## src/rtl/core/password_door_lock_controller_assert.svh

```systemverilog
// ----------------------------------------------------------------------------
// Password door lock controller: assertion macros
// Clocked assertion helpers used by the result queue of the lock controller.
// ----------------------------------------------------------------------------
`ifndef PASSWORD_DOOR_LOCK_CONTROLLER_ASSERT_SVH
`define PASSWORD_DOOR_LOCK_CONTROLLER_ASSERT_SVH

// Property checked on every rising edge of clk outside reset.
`define PDLC_ASSERT(label, prop, msg) \
  label: assert property (@(posedge clk) disable iff (rst) (prop)) else $error(msg);

// Condition that must never be true outside reset.
`define PDLC_ASSERT_NEVER(label, cond, msg) \
  `PDLC_ASSERT(label, !(cond), msg)

`endif

```

## src/rtl/core/pdlc_pkg.sv

```systemverilog
// ----------------------------------------------------------------------------
// Password door lock controller package
// Shared constants, register indexes and result types of the lock controller.
// ----------------------------------------------------------------------------
`default_nettype none

package pdlc_pkg;

  // Length of one code entry in bytes.
  localparam int CODE_LENGTH = 5;
  localparam int IDX_W       = (CODE_LENGTH > 1) ? $clog2(CODE_LENGTH) : 1;

  // Link byte codes.
  localparam logic [7:0] RDY_IN     = 8'h10;
  localparam logic [7:0] RDY_OUT    = 8'h20;
  localparam logic [7:0] UNMATCHED  = 8'h50;
  localparam logic [7:0] MATCHED    = 8'h05;
  localparam logic [7:0] DELIV1     = 8'h80;
  localparam logic [7:0] DELIV2     = 8'h08;
  localparam logic [7:0] CMD_OPEN   = 8'd43;
  localparam logic [7:0] CMD_CHANGE = 8'd45;
  localparam logic [7:0] WARN       = 8'h3C;

  // Configuration port.
  localparam int CFG_INDEX_W = 3;
  localparam int CFG_DATA_W  = 8;

  typedef enum logic [CFG_INDEX_W-1:0] {
    CFG_UNLOCK_TICKS = 3'd0,
    CFG_HOLD_TICKS   = 3'd1,
    CFG_LOCK_TICKS   = 3'd2,
    CFG_ALARM_TICKS  = 3'd3,
    CFG_MAX_TRIALS   = 3'd4
  } cfg_reg_t;

  // Motor drive codes.
  localparam logic [1:0] MOTOR_STOP = 2'd0;
  localparam logic [1:0] MOTOR_CW   = 2'd1;
  localparam logic [1:0] MOTOR_ACW  = 2'd2;

  // Result queue depth; an item can add up to two results.
  localparam int QDEPTH = 4;
  localparam int QPTR_W = $clog2(QDEPTH);
  localparam int QCNT_W = $clog2(QDEPTH + 1);

  // One result item.
  typedef struct packed {
    logic       tx_valid;
    logic [7:0] tx_byte;
    logic [1:0] motor_dir;
    logic       alarm_active;
    logic       last;
  } pdlc_result_t;

  // Results produced by one accepted item.
  typedef struct packed {
    logic [1:0]   count;
    pdlc_result_t first;
    pdlc_result_t second;
  } pdlc_push_t;

endpackage

`default_nettype wire

```

## src/rtl/core/pdlc_in_if.sv

```systemverilog
// ----------------------------------------------------------------------------
// Lock controller input channel
// Valid/ready channel carrying one received byte or one timer tick per item.
// ----------------------------------------------------------------------------
`default_nettype none

interface pdlc_in_if;
  logic       valid;
  logic       ready;
  logic       func;
  logic [7:0] rx_byte;

  modport source (output valid, output func, output rx_byte, input ready);
  modport sink   (input valid, input func, input rx_byte, output ready);
endinterface

`default_nettype wire

```

## src/rtl/core/pdlc_out_if.sv

```systemverilog
// ----------------------------------------------------------------------------
// Lock controller result channel
// Valid/ready channel carrying one reply and actuator status per item.
// ----------------------------------------------------------------------------
`default_nettype none

interface pdlc_out_if;
  logic       valid;
  logic       ready;
  logic       tx_valid;
  logic [7:0] tx_byte;
  logic [1:0] motor_dir;
  logic       alarm_active;
  logic       last;

  modport source (output valid, output tx_valid, output tx_byte, output motor_dir,
                  output alarm_active, output last, input ready);
  modport sink   (input valid, input tx_valid, input tx_byte, input motor_dir,
                  input alarm_active, input last, output ready);
endinterface

`default_nettype wire

```

## src/rtl/core/pdlc_fsm.sv

```systemverilog
// ----------------------------------------------------------------------------
// Lock controller sequencer
// Setup, command, code check, motor and alarm phases; one item per cycle while accept is high.
// ----------------------------------------------------------------------------
`default_nettype none

module pdlc_fsm (
  input  wire logic                           clk,
  input  wire logic                           rst,
  input  wire logic                           cfg_we,
  input  wire logic [pdlc_pkg::CFG_INDEX_W-1:0] cfg_index,
  input  wire logic [pdlc_pkg::CFG_DATA_W-1:0]  cfg_data,
  input  wire logic                           accept,
  input  wire logic                           func,
  input  wire logic [7:0]                     rx_byte,
  output pdlc_pkg::pdlc_push_t                push
);
  import pdlc_pkg::*;

  typedef enum logic [3:0] {
    M_BOOT, M_SETUP_RDY, M_FIRST, M_SECOND, M_CMD,
    M_OPEN_WAIT, M_OPEN_CODE, M_CHG_WAIT, M_CHG_CODE,
    M_UNLOCK, M_HOLD, M_LOCK, M_SETTLE, M_ALARM
  } mode_t;

  localparam logic [IDX_W-1:0] LAST_IDX = IDX_W'(CODE_LENGTH - 1);

  logic [7:0] unlock_ticks, hold_ticks, lock_ticks, alarm_ticks;
  logic [2:0] max_trials;

  mode_t            mode, mode_next;
  logic [7:0]       stored_code [CODE_LENGTH];
  logic [7:0]       first_entry [CODE_LENGTH];
  logic [IDX_W-1:0] byte_index, byte_index_next;
  logic             mismatch_seen, mismatch_seen_next;
  logic [2:0]       trial_count, trial_count_next;
  logic [7:0]       tick_count, tick_count_next;

  logic [7:0] tick_sum, tick_limit, tick_eff;
  logic       tick_hit, timed, code_last;
  logic [2:0] trials_eff, trial_inc;
  logic       miss_stored, miss_first;
  logic [1:0] ntx;
  logic [7:0] tx0, tx1;
  logic       wr_first, copy_code;
  logic [1:0] motor_next;
  logic       buzz_next;

  // Configuration registers.
  always_ff @(posedge clk) begin
    if (rst) begin
      unlock_ticks <= 8'd15;
      hold_ticks   <= 8'd3;
      lock_ticks   <= 8'd15;
      alarm_ticks  <= 8'd60;
      max_trials   <= 3'd3;
    end else if (cfg_we) begin
      case (cfg_index)
        CFG_UNLOCK_TICKS: unlock_ticks <= cfg_data;
        CFG_HOLD_TICKS:   hold_ticks   <= cfg_data;
        CFG_LOCK_TICKS:   lock_ticks   <= cfg_data;
        CFG_ALARM_TICKS:  alarm_ticks  <= cfg_data;
        CFG_MAX_TRIALS:   max_trials   <= cfg_data[2:0];
        default: ;
      endcase
    end
  end

  // Tick counting for the timed phases; a zero limit acts as one.
  always_comb begin
    case (mode)
      M_UNLOCK: tick_limit = unlock_ticks;
      M_HOLD:   tick_limit = hold_ticks;
      M_LOCK:   tick_limit = lock_ticks;
      default:  tick_limit = alarm_ticks;
    endcase
  end
  assign timed    = (mode == M_UNLOCK) || (mode == M_HOLD) || (mode == M_LOCK) ||
                    (mode == M_ALARM);
  assign tick_sum = tick_count + 8'd1;
  assign tick_eff = (tick_limit == 8'd0) ? 8'd1 : tick_limit;
  assign tick_hit = tick_sum >= tick_eff;

  // Code byte compares and trial limit.
  assign code_last   = byte_index == LAST_IDX;
  assign miss_first  = first_entry[byte_index] != rx_byte;
  assign miss_stored = stored_code[byte_index] != rx_byte;
  assign trials_eff  = (max_trials == 3'd0) ? 3'd1 : max_trials;
  assign trial_inc   = trial_count + 3'd1;

  // Next state and replies for the item at the input.
  always_comb begin
    mode_next          = mode;
    byte_index_next    = byte_index;
    mismatch_seen_next = mismatch_seen;
    trial_count_next   = trial_count;
    tick_count_next    = tick_count;
    ntx                = 2'd0;
    tx0                = 8'd0;
    tx1                = 8'd0;
    wr_first           = 1'b0;
    copy_code          = 1'b0;
    if (func) begin
      if (timed) begin
        tick_count_next = tick_hit ? 8'd0 : tick_sum;
        if (tick_hit) begin
          case (mode)
            M_UNLOCK: mode_next = M_HOLD;
            M_HOLD:   mode_next = M_LOCK;
            M_LOCK:   mode_next = M_SETTLE;
            default:  mode_next = M_CMD;
          endcase
        end
      end else if (mode == M_SETTLE) begin
        tick_count_next = 8'd0;
        mode_next       = M_CMD;
      end
    end else begin
      case (mode)
        M_BOOT: begin
          if (rx_byte == RDY_IN) mode_next = M_SETUP_RDY;
        end
        M_SETUP_RDY: begin
          if (rx_byte == RDY_IN) begin
            ntx             = 2'd1;
            tx0             = RDY_OUT;
            byte_index_next = '0;
            mode_next       = M_FIRST;
          end
        end
        M_FIRST: begin
          wr_first        = 1'b1;
          byte_index_next = byte_index + 1'b1;
          if (code_last) begin
            ntx                = 2'd1;
            tx0                = DELIV1;
            byte_index_next    = '0;
            mismatch_seen_next = 1'b0;
            mode_next          = M_SECOND;
          end
        end
        M_SECOND: begin
          mismatch_seen_next = mismatch_seen | miss_first;
          byte_index_next    = byte_index + 1'b1;
          if (code_last) begin
            byte_index_next    = '0;
            ntx                = 2'd2;
            tx0                = DELIV2;
            mismatch_seen_next = 1'b0;
            if (mismatch_seen | miss_first) begin
              tx1       = UNMATCHED;
              mode_next = M_SETUP_RDY;
            end else begin
              tx1       = MATCHED;
              copy_code = 1'b1;
              mode_next = M_CMD;
            end
          end
        end
        M_CMD: begin
          if (rx_byte == CMD_OPEN) begin
            trial_count_next = 3'd0;
            mode_next        = M_OPEN_WAIT;
          end else if (rx_byte == CMD_CHANGE) begin
            trial_count_next = 3'd0;
            mode_next        = M_CHG_WAIT;
          end
        end
        M_OPEN_WAIT, M_CHG_WAIT: begin
          if (rx_byte == ((mode == M_OPEN_WAIT) ? CMD_OPEN : CMD_CHANGE)) begin
            ntx                = 2'd1;
            tx0                = RDY_OUT;
            byte_index_next    = '0;
            mismatch_seen_next = 1'b0;
            mode_next          = (mode == M_OPEN_WAIT) ? M_OPEN_CODE : M_CHG_CODE;
          end
        end
        M_OPEN_CODE, M_CHG_CODE: begin
          mismatch_seen_next = mismatch_seen | miss_stored;
          byte_index_next    = byte_index + 1'b1;
          if (code_last) begin
            byte_index_next    = '0;
            mismatch_seen_next = 1'b0;
            ntx                = 2'd1;
            if (!(mismatch_seen | miss_stored)) begin
              trial_count_next = 3'd0;
              tx0              = MATCHED;
              tick_count_next  = 8'd0;
              mode_next        = (mode == M_OPEN_CODE) ? M_UNLOCK : M_SETUP_RDY;
            end else if (trial_inc >= trials_eff) begin
              tx0              = WARN;
              trial_count_next = 3'd0;
              tick_count_next  = 8'd0;
              mode_next        = M_ALARM;
            end else begin
              tx0              = UNMATCHED;
              trial_count_next = trial_inc;
              mode_next        = (mode == M_OPEN_CODE) ? M_OPEN_WAIT : M_CHG_WAIT;
            end
          end
        end
        default: ;
      endcase
    end
  end

  // Actuator status after the item.
  assign motor_next = (mode_next == M_UNLOCK) ? MOTOR_CW :
                      (mode_next == M_LOCK)   ? MOTOR_ACW : MOTOR_STOP;
  assign buzz_next  = mode_next == M_ALARM;

  // Result items handed to the queue; an item with no reply still gives one.
  always_comb begin
    push.count               = accept ? ((ntx == 2'd0) ? 2'd1 : ntx) : 2'd0;
    push.first.tx_valid      = ntx != 2'd0;
    push.first.tx_byte       = tx0;
    push.first.motor_dir     = motor_next;
    push.first.alarm_active  = buzz_next;
    push.first.last          = ntx != 2'd2;
    push.second.tx_valid     = 1'b1;
    push.second.tx_byte      = tx1;
    push.second.motor_dir    = motor_next;
    push.second.alarm_active = buzz_next;
    push.second.last         = 1'b1;
  end

  // Control state.
  always_ff @(posedge clk) begin
    if (rst) begin
      mode          <= M_BOOT;
      byte_index    <= '0;
      mismatch_seen <= 1'b0;
      trial_count   <= 3'd0;
      tick_count    <= 8'd0;
    end else if (accept) begin
      mode          <= mode_next;
      byte_index    <= byte_index_next;
      mismatch_seen <= mismatch_seen_next;
      trial_count   <= trial_count_next;
      tick_count    <= tick_count_next;
    end
  end

  // Code stores; they are written before they are ever compared.
  always_ff @(posedge clk) begin
    if (accept && !func && wr_first) begin
      first_entry[byte_index] <= rx_byte;
    end
    if (accept && !func && copy_code) begin
      stored_code <= first_entry;
    end
  end

endmodule

`default_nettype wire

```

## src/rtl/core/pdlc_res_fifo.sv

```systemverilog
// ----------------------------------------------------------------------------
// Lock controller result queue
// Small queue that takes one or two result items per cycle and gives one per pop.
// ----------------------------------------------------------------------------
`default_nettype none

`include "password_door_lock_controller_assert.svh"

module pdlc_res_fifo (
  input  wire logic                   clk,
  input  wire logic                   rst,
  input  wire pdlc_pkg::pdlc_push_t   push,
  input  wire logic                   pop,
  output pdlc_pkg::pdlc_result_t      head,
  output logic                        not_empty,
  output logic                        room
);
  import pdlc_pkg::*;

  pdlc_result_t      entries [QDEPTH];
  logic [QPTR_W-1:0] wr_ptr, rd_ptr;
  logic [QCNT_W-1:0] count;
  logic [QPTR_W-1:0] wr_ptr_inc;

  assign wr_ptr_inc = wr_ptr + 1'b1;

  // Queue storage.
  always_ff @(posedge clk) begin
    if (push.count != 2'd0) begin
      entries[wr_ptr] <= push.first;
    end
    if (push.count == 2'd2) begin
      entries[wr_ptr_inc] <= push.second;
    end
  end

  // Pointers and fill count.
  always_ff @(posedge clk) begin
    if (rst) begin
      wr_ptr <= '0;
      rd_ptr <= '0;
      count  <= '0;
    end else begin
      wr_ptr <= wr_ptr + QPTR_W'(push.count);
      if (pop) begin
        rd_ptr <= rd_ptr + 1'b1;
      end
      count <= count + QCNT_W'(push.count) - QCNT_W'(pop);
    end
  end

  assign head      = entries[rd_ptr];
  assign not_empty = count != '0;
  assign room      = count <= QCNT_W'(QDEPTH - 2);

  `PDLC_ASSERT(a_count_bound, count <= QCNT_W'(QDEPTH), "result queue count overflow")
  `PDLC_ASSERT_NEVER(a_push_full, (push.count != 2'd0) && !room, "push into a full queue")
  `PDLC_ASSERT(a_count_track, 1'b1 |=> count == $past(count) + QCNT_W'($past(push.count)) - QCNT_W'($past(pop)), "queue count bookkeeping off")
  `PDLC_ASSERT(a_silent_last, (not_empty && !head.tx_valid) |-> head.last, "reply-less result not marked last")

endmodule

`default_nettype wire

```

## src/rtl/core/password_door_lock_controller.sv

```systemverilog
// Password door lock controller.
// Input channel item_in: each item is either a byte received from the keypad
// link (func = 0, rx_byte) or one one-second timer tick (func = 1).
// Result channel result_out: each item carries an optional reply byte
// (tx_valid, tx_byte), the motor drive and buzzer state after the input, and
// last, which marks the final result of an input. Most inputs give one result;
// the byte that ends the confirming setup entry gives two.
// Throughput: one input item per cycle while the queue has room, as the
// sequencer registers update on each accepted input. A result reaches
// result_out the cycle after its input is accepted, behind queued results.
// A four-entry result queue separates the sides: input is accepted while the
// queue has room for two results, so a stalled receiver stops input only after
// the queue fills. Configuration writes (cfg_we, cfg_index, cfg_data) take
// effect at the next edge and are meant for idle periods.
// Reset (rst, synchronous) returns to waiting for the first ready byte, loads
// the default timing registers and empties the queue.
// ----------------------------------------------------------------------------
// Password door lock controller top level
// Sequencer plus result queue on valid/ready channels.
// ----------------------------------------------------------------------------
`default_nettype none

module password_door_lock_controller (
  input  wire logic                             clk,
  input  wire logic                             rst,
  input  wire logic                             cfg_we,
  input  wire logic [pdlc_pkg::CFG_INDEX_W-1:0] cfg_index,
  input  wire logic [pdlc_pkg::CFG_DATA_W-1:0]  cfg_data,
  pdlc_in_if.sink                               item_in,
  pdlc_out_if.source                            result_out
);
  import pdlc_pkg::*;

  pdlc_push_t   push;
  pdlc_result_t head;
  logic         accept, pop, not_empty, room;

  // Item handshakes.
  assign item_in.ready = room;
  assign accept        = item_in.valid && room;
  assign pop           = not_empty && result_out.ready;

  pdlc_fsm u_fsm (
    .clk       (clk),
    .rst       (rst),
    .cfg_we    (cfg_we),
    .cfg_index (cfg_index),
    .cfg_data  (cfg_data),
    .accept    (accept),
    .func      (item_in.func),
    .rx_byte   (item_in.rx_byte),
    .push      (push)
  );

  pdlc_res_fifo u_fifo (
    .clk       (clk),
    .rst       (rst),
    .push      (push),
    .pop       (pop),
    .head      (head),
    .not_empty (not_empty),
    .room      (room)
  );

  // Result channel driven from the queue head.
  assign result_out.valid        = not_empty;
  assign result_out.tx_valid     = head.tx_valid;
  assign result_out.tx_byte      = head.tx_byte;
  assign result_out.motor_dir    = head.motor_dir;
  assign result_out.alarm_active = head.alarm_active;
  assign result_out.last         = head.last;

endmodule

`default_nettype wire
```

## src/flat_wrapper.sv

```systemverilog
// flat-port wrapper written by rule: the top's interface ports become plain ports
module password_door_lock_controller_flat import pdlc_pkg::*;
  (clk, rst, cfg_we, cfg_index, cfg_data, item_in_valid, item_in_func, item_in_rx_byte, item_in_ready, result_out_valid, result_out_tx_valid, result_out_tx_byte, result_out_motor_dir, result_out_alarm_active, result_out_last, result_out_ready);
  pdlc_in_if item_in_i ();
  pdlc_out_if result_out_i ();
  input  wire logic clk;
  input  wire logic rst;
  input  wire logic cfg_we;
  input  wire logic [pdlc_pkg::CFG_INDEX_W-1:0] cfg_index;
  input  wire logic [pdlc_pkg::CFG_DATA_W-1:0] cfg_data;
  input wire logic [$bits(item_in_i.valid)-1:0] item_in_valid;
  input wire logic [$bits(item_in_i.func)-1:0] item_in_func;
  input wire logic [$bits(item_in_i.rx_byte)-1:0] item_in_rx_byte;
  output wire logic [$bits(item_in_i.ready)-1:0] item_in_ready;
  output wire logic [$bits(result_out_i.valid)-1:0] result_out_valid;
  output wire logic [$bits(result_out_i.tx_valid)-1:0] result_out_tx_valid;
  output wire logic [$bits(result_out_i.tx_byte)-1:0] result_out_tx_byte;
  output wire logic [$bits(result_out_i.motor_dir)-1:0] result_out_motor_dir;
  output wire logic [$bits(result_out_i.alarm_active)-1:0] result_out_alarm_active;
  output wire logic [$bits(result_out_i.last)-1:0] result_out_last;
  input wire logic [$bits(result_out_i.ready)-1:0] result_out_ready;
  assign item_in_i.valid = item_in_valid;
  assign item_in_i.func = item_in_func;
  assign item_in_i.rx_byte = item_in_rx_byte;
  assign item_in_ready = item_in_i.ready;
  assign result_out_valid = result_out_i.valid;
  assign result_out_tx_valid = result_out_i.tx_valid;
  assign result_out_tx_byte = result_out_i.tx_byte;
  assign result_out_motor_dir = result_out_i.motor_dir;
  assign result_out_alarm_active = result_out_i.alarm_active;
  assign result_out_last = result_out_i.last;
  assign result_out_i.ready = result_out_ready;
  password_door_lock_controller u_core (.clk(clk), .rst(rst), .cfg_we(cfg_we), .cfg_index(cfg_index), .cfg_data(cfg_data), .item_in(item_in_i), .result_out(result_out_i));
endmodule
```

## config.mk

```make
export PLATFORM = sky130hd
export DESIGN_NAME = password_door_lock_controller_flat
export DESIGN_NICKNAME = d
export VERILOG_FILES = /design/src/rtl/core/pdlc_pkg.sv /design/src/rtl/core/pdlc_in_if.sv /design/src/rtl/core/pdlc_out_if.sv /design/src/rtl/core/pdlc_fsm.sv /design/src/rtl/core/pdlc_res_fifo.sv /design/src/rtl/core/password_door_lock_controller.sv /design/src/flat_wrapper.sv
export VERILOG_INCLUDE_DIRS = /design/src /design/src/rtl/core
export SDC_FILE = /design/constraint.sdc
export NUM_CORES = 1
export LEC_CHECK = 0
export ABC_CLOCK_PERIOD_IN_PS = 6200
export BUFFER_PORTS_ARGS = -buffer_cell sky130_fd_sc_hd__buf_2
export CORE_MARGIN = 2
export CORE_UTILIZATION = 65
export CTS_CLUSTER_DIAMETER = 60
export CTS_CLUSTER_SIZE = 30
export DETAILED_ROUTE_END_ITERATION = 8
export PLACE_DENSITY = 0.79
export SETUP_SLACK_MARGIN = 0.2
export SYNTH_ARGS = -nofsm -noshare
export SYNTH_HDL_FRONTEND = slang
export SYNTH_SLANG_ARGS = --single-unit
```

## constraint.sdc

```tcl
create_clock -name clk -period 6.2 [get_ports clk]
set_input_delay 0.62 -clock clk [delete_from_list [all_inputs] [get_ports clk]]
set_output_delay 0.62 -clock clk [all_outputs]
set_load 0.05 [all_outputs]
```

==> impl_metrics.py <==
metrics = {
    "critical_path": {
        "r2r-start": "u_core.u_fsm.mode[3]$_SDFFE_PP0P_",
        "worst_path_dominant_cell_family": "simple AND/OR/NAND/NOR gates",
        "cp_num_buf_inv": 1,
        "reg2reg_slack_ps": 1320,
        "slowest_delay_ps": 820,
        "cp_slowest_cell": "dfxtp_1",
        "critPathKind": "reg -> reg",
        "reg2reg_depth": 14,
        "cp-start-kind": "flip-flop",
        "worst_r2r_endpoint": "u_core.u_fifo.entries[2][3]$_DFFE_PP_",
        "critical_path.most_common_cell": "o21ai_0",
        "cp_data_arrival_time_ps": 5070,
        "path_cells": "inv_1 -> nor2_1 -> nand3_1 -> o221ai_1 -> nand4_1 -> o21ai_0 -> ha_1 -> nor2b_1 -> o21ai_0 -> a21oi_1 -> a211oi_1 -> o311ai_0 -> nand2_1 -> and4b_1",
        "worstPathRequired_ps": 6400,
        "setup.worst_path.end_class": "flip-flop",
        "cp_max_fo": 25,
    },
    "routing": {
        "dr.pass1.iters": 6,
        "drtIter0Drc": 772,
        "wire_per_inst_um": 19.6,
        "drt-total-wl_um": 22400,
        "ant_nets": 0,
        "vias": 7434,
        "drc": 0,
        "detail_route.vias_per_cell": 6.51,
    },
    "placed_design": {
        "gp_congestion": 0.961,
        "port_buffers": 38,
        "placed_cell_area_um2": 9870,
        "dpl.hpwl_um": 15400,
    },
    "power": {
        "powerDensity_nw_per_um2": 303,
        "sequentialPowerShare_pct": 46.5,
        "p_leak_nw": 3.62,
        "p_sw_share_pct": 29.7,
        "peakVddDrop_mv": 0.325,
        "p_int_mw": 2.23,
        "clkPwrFrac_pct": 35.3,
        "switchingPower_uw": 942,
        "pwr-share-comb_pct": 18.2,
    },
    "sta": {
        "tightest_slew_ps": 1200,
        "hold_viol": 0,
        "slew_viol_final": 0,
        "max_freq_ghz": 0.205,
        "setup_viol_count_final": 0,
        "finClkSkew_ps": 9.61,
        "rsz0062_at_grt": "false",
        "slew_headroom_pct": 20.0,
        "fin_crit_sh_pct": 78.7,
        "finalSetupTns_ps": 0,
        "fin_crit_ps": 4880,
    },
    "die": {
        "dieArea_um2": 15800,
        "die_x_um": 126,
        "rows": 44,
        "die_h_um": 126,
        "core_um2": 14500,
        "initial_core_util_pct": 66.4,
        "io_pins": 40,
    },
    "logic_synthesis": {
        "avgSynthCellArea_um2": 10.3,
        "ys_seq_area_share_pct": 50.8,
        "synthesis.area_um2": 9650,
        "synth.most_common_cell": "nand2_1",
        "yosysWarnings": 0,
        "synth_cells": 939,
        "netlist_top_cells_area": "edfxtp_1 34%, dfxtp_1 17%, nand2_1 4.6%, nor2_1 3.7%, mux2i_1 3.0%",
        "yosysUniqueCellTypes": 81,
        "yosysTopAreaCell": "edfxtp_1",
        "async_flop_share_pct": 0,
        "ys_seq_elements": 191,
        "synth-edff-count": 108,
        "synth_fp_nets": 984,
        "synth.top_cells.by_count": "119 x nand2_1, 108 x edfxtp_1, 94 x nor2_1, 83 x dfxtp_1, 57 x a21oi_1",
        "dominantRegCellSynth": "edfxtp_1",
        "synth_top_area_share_pct": 33.6,
    },
    "cts": {
        "root_buffer": "clkbuf_16",
        "clock-sinks": 191,
        "clock_path_buffers": 2,
        "cts_setup_buffers": 0,
        "cts_resized": 0,
        "cts_buffers": 17,
        "ctsHoldBuffers": 0,
        "clkSlewWorstSetupHoldPaths_ps": 70,
        "clk_latency_ps": 440,
        "cts_tree": "done",
        "htree_levels": 4,
    },
    "global_route": {
        "grt_pass1_wl_um": 36500,
        "grt_max_degree": 41,
        "groute.layer.met2.usage_pct": 48.2,
        "gr-usage-met3_pct": 6.07,
        "antenna_found_initial": 1,
        "grt_busiest_layer": "met2",
        "grt_usage_pct": 29.0,
        "overflow": 0,
        "gr-usage-met1_pct": 38.9,
        "first_global_vias": 7217,
    },
    "min_path": {
        "holdPathStages": 0,
        "hold_path.class": "reg -> reg",
        "hold_path_end": "u_core.u_fsm.stored_code[38]$_DFFE_PP_",
        "min-delay-start": "u_core.u_fsm.first_entry[38]$_DFFE_PP_",
    },
    "layout": {
        "area_delta_synth_final_pct": 8.37,
        "final_net_count": 989,
        "drive_above_1_share_pct": 12.6,
        "design_area_um2": 10500,
        "final_core_util_pct": 72.0,
    },
    "flow_run": {
        "cap_viol_max_count": 0,
    },
    "outcome": {
        "status": "complete, no violations",
    },
}
kinds of logic after synthesis:
family          synth area share, %
flops                          50.8
buf+inv                        3.53
simple gates                   18.9
compound gates                 14.6
other cells                  0.0388
xor+xnor                       1.81
fa+ha+maj                      2.77
mux                            7.48
how the worst max path moves through the flow:
stage          cells past startpoint                               endpoint  slack, ps                               startpoint
6_report                          14  u_core.u_fifo.entries[2][3]$_DFFE_PP_       1320        u_core.u_fsm.mode[3]$_SDFFE_PP0P_
5_1_grt                           14  u_core.u_fifo.entries[3][3]$_DFFE_PP_        790        u_core.u_fsm.mode[3]$_SDFFE_PP0P_
3_5_place_dp                      14  u_core.u_fifo.entries[2][3]$_DFFE_PP_       1400        u_core.u_fsm.mode[3]$_SDFFE_PP0P_
2_1_floorplan                     10  u_core.u_fsm.stored_code[0]$_DFFE_PP_       2090  u_core.u_fsm.byte_index[1]$_SDFFE_PP0P_
4_1_cts                           14  u_core.u_fifo.entries[2][3]$_DFFE_PP_       1370        u_core.u_fsm.mode[3]$_SDFFE_PP0P_
3_3_place_gp                      14  u_core.u_fifo.entries[0][3]$_DFFE_PP_       1560        u_core.u_fsm.mode[3]$_SDFFE_PP0P_
worst reg2reg max path: cells and delay by family (launching register included):
family / cells / cell delay [ps]
AND/OR/NAND/NOR: 6 / 1990
AO/OA/AOI/OAI: 6 / 1370
flip-flops: 1 / 820
adder cells (fa/ha/maj): 1 / 250
buffers and inverters: 1 / 210
metal layers:
metal	vias up	share of wire (%)
li1	3496	-
met1	3584	42
met2	322	49
met3	32	7.3
met4	0	1.5
met5	-	0
power groups by stage:
stage | logic, mW | registers [mW] | clock network, mW
detailed placement | 0.572 | 1.50 | 0
floorplan | 0.480 | 1.45 | 0
CTS | 0.577 | 1.48 | 1.12
global route | 0.628 | 1.49 | 1.18
global placement | 0.552 | 1.50 | 0
finish | 0.578 | 1.48 | 1.12
cell type report:
class	instances	area (um^2)
clock inverter	14	164
multi-input combinational	670	4420
tap	184	230
sequential	191	4900
fill	1044	4070
timing repair buffer	44	235
inverter	20	75.1
antenna	1	2.50
clock buffer	18	429
per-stage QoR:
stage | std cells | power [mW] | hold slack, ps | worst slack [ps]
after floorplan | 939 | 1.93 | 417 | 2090
after detailed placement | 1109 | 2.08 | 426 | 1400
after global placement | 1109 | 2.05 | 420 | 1560
final | 1142 | 3.17 | 444 | 1320
after CTS | 1141 | 3.18 | 441 | 1370
after global routing | 1141 | 3.29 | 445 | 790
registers in the layout (all words and copies together) (netlist names), named ones only:
signal,cells
u_core.u_fifo.entries,48
u_core.u_fsm.lock_ticks,8
u_core.u_fsm.alarm_ticks,8
u_core.u_fsm.byte_index,3
u_core.u_fifo.wr_ptr,2
u_core.u_fsm.max_trials,3
u_core.u_fifo.count,3
u_core.u_fsm.mode,4
u_core.u_fsm.tick_count,8
u_core.u_fsm.mismatch_seen,1
u_core.u_fsm.hold_ticks,8
u_core.u_fsm.unlock_ticks,8
u_core.u_fsm.stored_code,40
u_core.u_fsm.trial_count,3
u_core.u_fifo.rd_ptr,2
u_core.u_fsm.first_entry,40
placed cells by master, fill, tap and decap left out, drive strengths merged, types with 8 or more instances in the layout:
master | Yosys | final
ha | 19 | 19
dfxtp | 83 | 83
xnor2 | 10 | 10
o211ai | 11 | 11
mux2 | 14 | 14
nor2b | 10 | 10
nand3b | 8 | 8
nor2 | 94 | 94
mux4 | 12 | 12
nand2 | 119 | 119
inv | 20 | 24
nand3 | 49 | 49
xor2 | 10 | 10
o22ai | 9 | 9
clkbuf | 35 | 18
nor4b | 10 | 10
buf | 23 | 44
edfxtp | 108 | 108
a211oi | 8 | 8
a21oi | 57 | 57
nor3 | 17 | 17
o221ai | 12 | 12
o21ai | 42 | 42
a22oi | 12 | 12
mux2i | 29 | 29
No activity file was read; power rests on OpenSTA's default activity.
